`config.mk`:
```
export PLATFORM = sky130hd
export DESIGN_NAME = ptd_eval
export DESIGN_NICKNAME = d
export VERILOG_FILES = /design/src/rtl/ptd_pkg.sv /design/src/rtl/ptd_eval.sv
export SDC_FILE = /design/constraint.sdc
export NUM_CORES = 1
export LEC_CHECK = 0
export ABC_AREA = 1
export ABC_CLOCK_PERIOD_IN_PS = 8940
export CAP_MARGIN = 20
export CORE_AREA = 8 8 170 172
export DETAILED_ROUTE_END_ITERATION = 8
export DIE_AREA = 0 0 178 180
export DONT_BUFFER_PORTS = 1
export GPL_ROUTABILITY_DRIVEN = 0
export SLEW_MARGIN = 40
export SYNTH_ARGS = -nofsm -noshare
export SYNTH_HDL_FRONTEND = slang
export SYNTH_SLANG_ARGS = --single-unit
```
`constraint.sdc`:
```
create_clock -name vclk -period 8.94
set_input_delay 0.447 -clock vclk [all_inputs]
set_output_delay 0.447 -clock vclk [all_outputs]
set_load 0.02 [all_outputs]
```
`src/rtl/ptd_pkg.sv`:
```
`timescale 1ns / 1ps
// ----------------------------------------------------------------------------
// Periodic task dispatcher package
// Shared types, command and action codes and a result helper for the
// dispatcher sequencer and its task update unit.
// ----------------------------------------------------------------------------
package ptd_pkg;

   // Default table depth and the most results one run pass reports.
   localparam int MAX_TASKS_DEFAULT = 16;
   localparam int RESULT_LIMIT      = 16;

   // Command codes.
   localparam logic [1:0] CMD_ADD   = 2'd0;
   localparam logic [1:0] CMD_RUN   = 2'd1;
   localparam logic [1:0] CMD_EXEC  = 2'd2;
   localparam logic [1:0] CMD_QUERY = 2'd3;

   // Action codes of a result.
   localparam logic [2:0] ACT_NONE      = 3'd0;
   localparam logic [2:0] ACT_DISPATCH  = 3'd1;
   localparam logic [2:0] ACT_OVERRUN   = 3'd2;
   localparam logic [2:0] ACT_ADDED     = 3'd3;
   localparam logic [2:0] ACT_REJECTED  = 3'd4;
   localparam logic [2:0] ACT_EXEC_DONE = 3'd5;
   localparam logic [2:0] ACT_STATS     = 3'd6;
   localparam logic [2:0] ACT_BAD_INDEX = 3'd7;

   // One row of the task table.
   typedef struct packed {
      logic [30:0] period;
      logic [31:0] last_run;
      logic [31:0] runs;
      logic [31:0] overruns;
      logic [31:0] recent_exec;
      logic [31:0] peak_exec;
   } task_entry_type;

   // Output of the task update unit.
   typedef struct packed {
      logic           due;
      logic [2:0]     action;
      task_entry_type entry;
   } eval_out_type;

   // One result transaction.
   typedef struct packed {
      logic [2:0]  action;
      logic [3:0]  slot;
      logic        last;
      logic [30:0] task_period;
      logic [31:0] runs;
      logic [31:0] overruns;
      logic [31:0] recent_exec_us;
      logic [31:0] peak_exec_us;
      logic [4:0]  registered;
   } result_type;

   // Builds a result from a table row; the last flag is set by the caller.
   function automatic result_type make_result(
      input logic [2:0]     action,
      input logic [3:0]     slot,
      input task_entry_type entry,
      input logic [4:0]     registered
   );
      result_type res;
      res.action         = action;
      res.slot           = slot;
      res.last           = 1'b0;
      res.task_period    = entry.period;
      res.runs           = entry.runs;
      res.overruns       = entry.overruns;
      res.recent_exec_us = entry.recent_exec;
      res.peak_exec_us   = entry.peak_exec;
      res.registered     = registered;
      return res;
   endfunction

endpackage

```
`src/rtl/ptd_eval.sv`:
```
`timescale 1ns / 1ps
// ----------------------------------------------------------------------------
// Task update unit
// Shared arithmetic for one table row: due check and advance for a run pass,
// execution time bookkeeping for an exec report, pass-through for a query.
// ----------------------------------------------------------------------------
module ptd_eval (
   input  logic [1:0]              cmd,
   input  ptd_pkg::task_entry_type entry,
   input  logic [31:0]             now_ms,
   input  logic [31:0]             exec_us,
   output ptd_pkg::eval_out_type   result
);
   import ptd_pkg::*;

   logic [31:0] period_ext;
   logic [31:0] twice_period;
   logic [31:0] elapsed;

   // Elapsed time wraps modulo 2^32; twice a 31-bit period always fits.
   assign period_ext   = {1'b0, entry.period};
   assign twice_period = {entry.period, 1'b0};
   assign elapsed      = now_ms - entry.last_run;

   always_comb begin
      result.due    = 1'b0;
      result.action = ACT_STATS;
      result.entry  = entry;
      unique case (cmd)
         CMD_RUN: begin
            // Skip when not due, realign when two periods late, else advance.
            if (elapsed < period_ext) begin
               result.due = 1'b0;
            end else if (elapsed >= twice_period) begin
               result.due            = 1'b1;
               result.action         = ACT_OVERRUN;
               result.entry.overruns = entry.overruns + 32'd1;
               result.entry.last_run = now_ms;
            end else begin
               result.due            = 1'b1;
               result.action         = ACT_DISPATCH;
               result.entry.runs     = entry.runs + 32'd1;
               result.entry.last_run = entry.last_run + period_ext;
            end
         end
         CMD_EXEC: begin
            // Record the latest time and keep the maximum.
            result.due               = 1'b1;
            result.action            = ACT_EXEC_DONE;
            result.entry.recent_exec = exec_us;
            if (exec_us > entry.peak_exec) begin
               result.entry.peak_exec = exec_us;
            end
         end
         default: begin
            result.due    = 1'b1;
            result.action = ACT_STATS;
         end
      endcase
   end

endmodule

```
# Word level (Yosys, flattened, before mapping)
# Cells that the tools add are included.
word_totals:
  regBits: 0
  mem_bits_rw: 0
  output_inout_bits: 195
  latch_bits: 0
  mem_bits_ro: 0
  mem_count: 0
op_classes:
  mux: 11
  shift: 0
  n_reduce_logical: 0
  n_div: 0
  n_lt_le_gt_ge: 3
  n_bitwise: 0
  eq_ne: 2
  add_sub_neg: 4
  n_mul: 0
ops:
  columns: ["operator", "count"]
  rows:
  - ["96-bit two-way mux", 2]
  - ["32-bit two-way mux", 4]
  - ["32-bit by 1-bit adder with 32-bit output (second input constant)", 2]
  - ["64-bit two-way mux", 1]
  - ["32-bit by 31-bit adder with 32-bit output", 1]
  - ["32-bit >= comparator", 1]
  - ["32-bit greater-than comparator", 1]
  - ["32-bit by 31-bit less-than comparator with 1-bit output", 1]
  - ["32-bit subtractor", 1]
  - ["4-bit case mux with 2 select lines", 1]
  - ["3-bit two-way mux", 1]
  - ["2-bit by 1-bit equality test with 1-bit output (second input constant)", 1]
  - ["2-bit equality test (second input constant)", 1]
  - ["2-bit two-way mux", 1]
  - ["1-bit two-way mux", 1]

# Longest topological paths before layout
depth:
  ltp_word: 5
  ltp_mapped: 29
  mapped_depth_nobuf: 28

# Least setup slack after synthesis
# OpenSTA, ideal clock, no wires.
synth_timing:
  path_type: "input-to-output"
  from: "in now_ms[0]"
  to: "out result[136] (netlist bit)"
  t_arrival_ps: 3865
  path_stages: 25
  required_time_ps: 8493
  path_slack_ps: 4628
  path_cell_list: "inv_1 -> ha_1 -> inv_1 -> fa_1 -> nand3_1 -> nand2_1 -> nand3_1 -> nand2_1 -> a21oi_1 -> o21ai_0 -> nand2_1 -> nand2_1 -> xor2_1 -> ha_1 -> nand2_1 -> nor2_1 -> nand4_1 -> nor2_1 -> nand4_1 -> nand3_2 -> inv_2 -> clkbuf_1 -> nand2_1 -> o21ai_0 -> o21ai_0"
synth_lines:
  columns: ["element", "line", "source"]
  rows:
  - ["from (decl)", "ptd_eval.sv:10", "input logic [31:0] now_ms,"]
  - ["to (decl)", "ptd_eval.sv:12", "output ptd_pkg::eval_out_type result"]

==> results.md <==
- Result of the run: completed
- Final Net Count: 2459
- Number of pins exceeding their max-slew limit in the final report: 0
- Element type at the critical path start: input port
- Synthesized net count: 2545
- Mean instance size in the synthesized netlist: 5.16 sq um
- Setup repair after global routing missed its margin: false
- Global-route congestion overflow total: 0
- Global routing usage on met2: 45.5%
- Worst relative slew slack: 46.2%
- Largest fanout on the critical path: 84
- FF+latch count: 0
- Worst hold slack across all endpoints: 0.894 ns
- Slew of the pin with the lowest slew margin: 0.807 ns
- Final ANT Viol Nets: 0
- Worst ir drop on vdd: between 0.03 and 0.04 mV
- Met1 track demand over resource in global routing: about a third
- Wire length per cell: 19.3 um
- Worst Setup Path Type: input port to primary output
- Fraction of synthesized cell area taken by the top area cell type: 26.7%
- Detailed-route wire length: about 46000 um
- First drt pass iteration count: 5
- Global routing's busiest layer: met2
- Post-synth top area cell: nand2_1
- Die width: 178 um
- Post-Place Cell Area: 10900 sq um
- Power density relative to cell area: ~86 nW/um^2
- Total of cells resized after clock tree synthesis: 0
- Most common cell after layout, fill and taps aside: nand2_1
- Setup fix buffers added after clock tree synthesis: 0
- DRC violation count after routing: 0
- Vias/cell: 5.66
- Data required time at the worst endpoint: 8.49 ns
- Height of the die: 180 um
- Top post-synthesis cells by area: nand2_1 27%, ha_1 18%, inv_1 11%
- Worst setup path end: result[191]
- Global routing usage summed across all routing layers: 26.9%
- Number of diodes: 0
- Area enclosed by the die boundary: 32000 sq um
- First-pass GRT wire length: 70100 um
- Cell area after technology mapping: 11000 sq um
- Final critical-path share of the clock period: around two thirds
- Clock period minus final worst setup slack: between 5 and 6 ns
- Initial drt markers: approximately 1200
- Filler-free cell count of the finished design: approximately 2400
- Setup violations, final: 0
- Number of global-route vias before repair: ~13000
- Setup TNS: 0 ns
- Met3 routing resource usage after global routing: 6.83%
- Number of maximum-capacitance constraint violations: 0
- CORE AREA: 26400 sq um
- Number of clock buffers in the layout: 0
- I/O Buffers: 0
- Data arrival time of the critical path: 5.47 ns
- Most frequent cells in the layout: 780 x nand2_1, 318 x inv_1, 173 x nand3_1
- I/O pin cnt: 452
- Min-Delay Startpoint: entry[179]
- Count of hold-fix buffers inserted at cts: 0
- Highest attainable clock frequency: 169 MHz
- Inst Count DP: 2380
- Sort of element at the end of the critical path: primary output
- Post-synthesis sequential area ratio: 0%
- Hold Path Cell Cnt: 0
- Cell area after layout: 10900 sq um
- Number of antenna violations at the first check in global routing: 1
- Initial core utilization: 41.7%
- Vias: 13500
- Final hold violation count: 0
- Number of inserted filler cells in the final layout: slightly above 3000
- Synth Instances: 2127
- Pre-CTS setup slack: 3.13 ns
- Dpl hpwl: roughly 40000 um
- Pin count of the biggest net entering global routing: 85
- Setup ws final: 3.03 ns
- Crit path from: now_ms[0]
- Static Leakage: about 0.0065 uW
- Classification of the worst-slack hold path: input port to primary output
- Share of post-route cells with drive strength above 1: 2.35%
- Number of rows created at floorplan: 60
- Count of yosys warnings during synthesis: 0
- Relative area change from synthesis to final layout: -0.388%
- Number of distinct standard cells referenced by the synthesized netlist: 44
- Area used by sequential logic in the layout: 0 sq um
## power breakdown
part	internal, uW	total [uW]	switching (uW)
combinational	271	936	665
clock	0	0	0
sequential	0	0	0
total	271	936	665
## worst min-delay path by stage
stage,to,slack (ns)
2_1_floorplan,result[160],1.01
3_3_place_gp,result[167],0.89
3_5_place_dp,result[167],0.89
4_1_cts,result[167],0.89
5_1_grt,result[179],0.89
6_report,result[179],0.89
## routing by layer
metal	vias to the layer above	part of all wire, %
met5	-	0.028
met1	6016	40
met4	2	3.5
met2	685	45
met3	97	11
li1	6669	-
## cell usage after synthesis, drive strengths merged, types with 24 or more instances
| cell | instances |
|---|---|
| xor2 | 29 |
| nor2 | 153 |
| clkbuf | 24 |
| inv | 322 |
| nand2 | 787 |
| xnor2 | 25 |
| o21ai | 71 |
| buf | 71 |
| nor3 | 40 |
| nand4 | 97 |
| a21oi | 108 |
| nand3 | 175 |
| ha | 159 |
## logic make-up after synthesis
| kind of cell | share of synthesized area [%] |
|---|---|
| buffers and inverters | 16.1 |
| xor gates and xnor gates | 4.31 |
| AOI/OAI and AO/OA | 11.2 |
| and+or+nand+nor | 49.9 |
| adders and majority gates | 18.5 |
## critical path: stages
cell and delay [ns]:
inv_1 0.05, ha_1 0.14, inv_1 0.06, fa_1 0.40, nand3_1 0.10, nand2_1 0.16, nand3_1 0.11, nand2_1 0.12
a21oi_1 0.34, o21ai_0 0.20, nand2_1 0.11, nand2_1 0.07, xor2_1 0.17, ha_1 0.29, nand2_1 0.07, nor4_1 0.26
nand2_1 0.15, o211ai_4 0.23, buf_4 0.48, buf_4 0.71, nand3_2 0.24, a21oi_1 0.46
## cell type report
type	count	area [sq um]	area share, %
multi-input combinational	1710	9250	84.5
inverter	322	1210	11.1
tap	341	427	3.90
timing repair buffer	7	52.6	0.480
## stage by stage
stage | total power [uW] | util (%)
3_5_place_dp | 928 | 41.5
3_3_place_gp | 917 | 41.5
6_report | 936 | 41.5
5_1_grt | 1050 | 41.5
4_1_cts | 932 | 41.5
2_1_floorplan | 757 | -
Power figures use the tool's default switching activity.
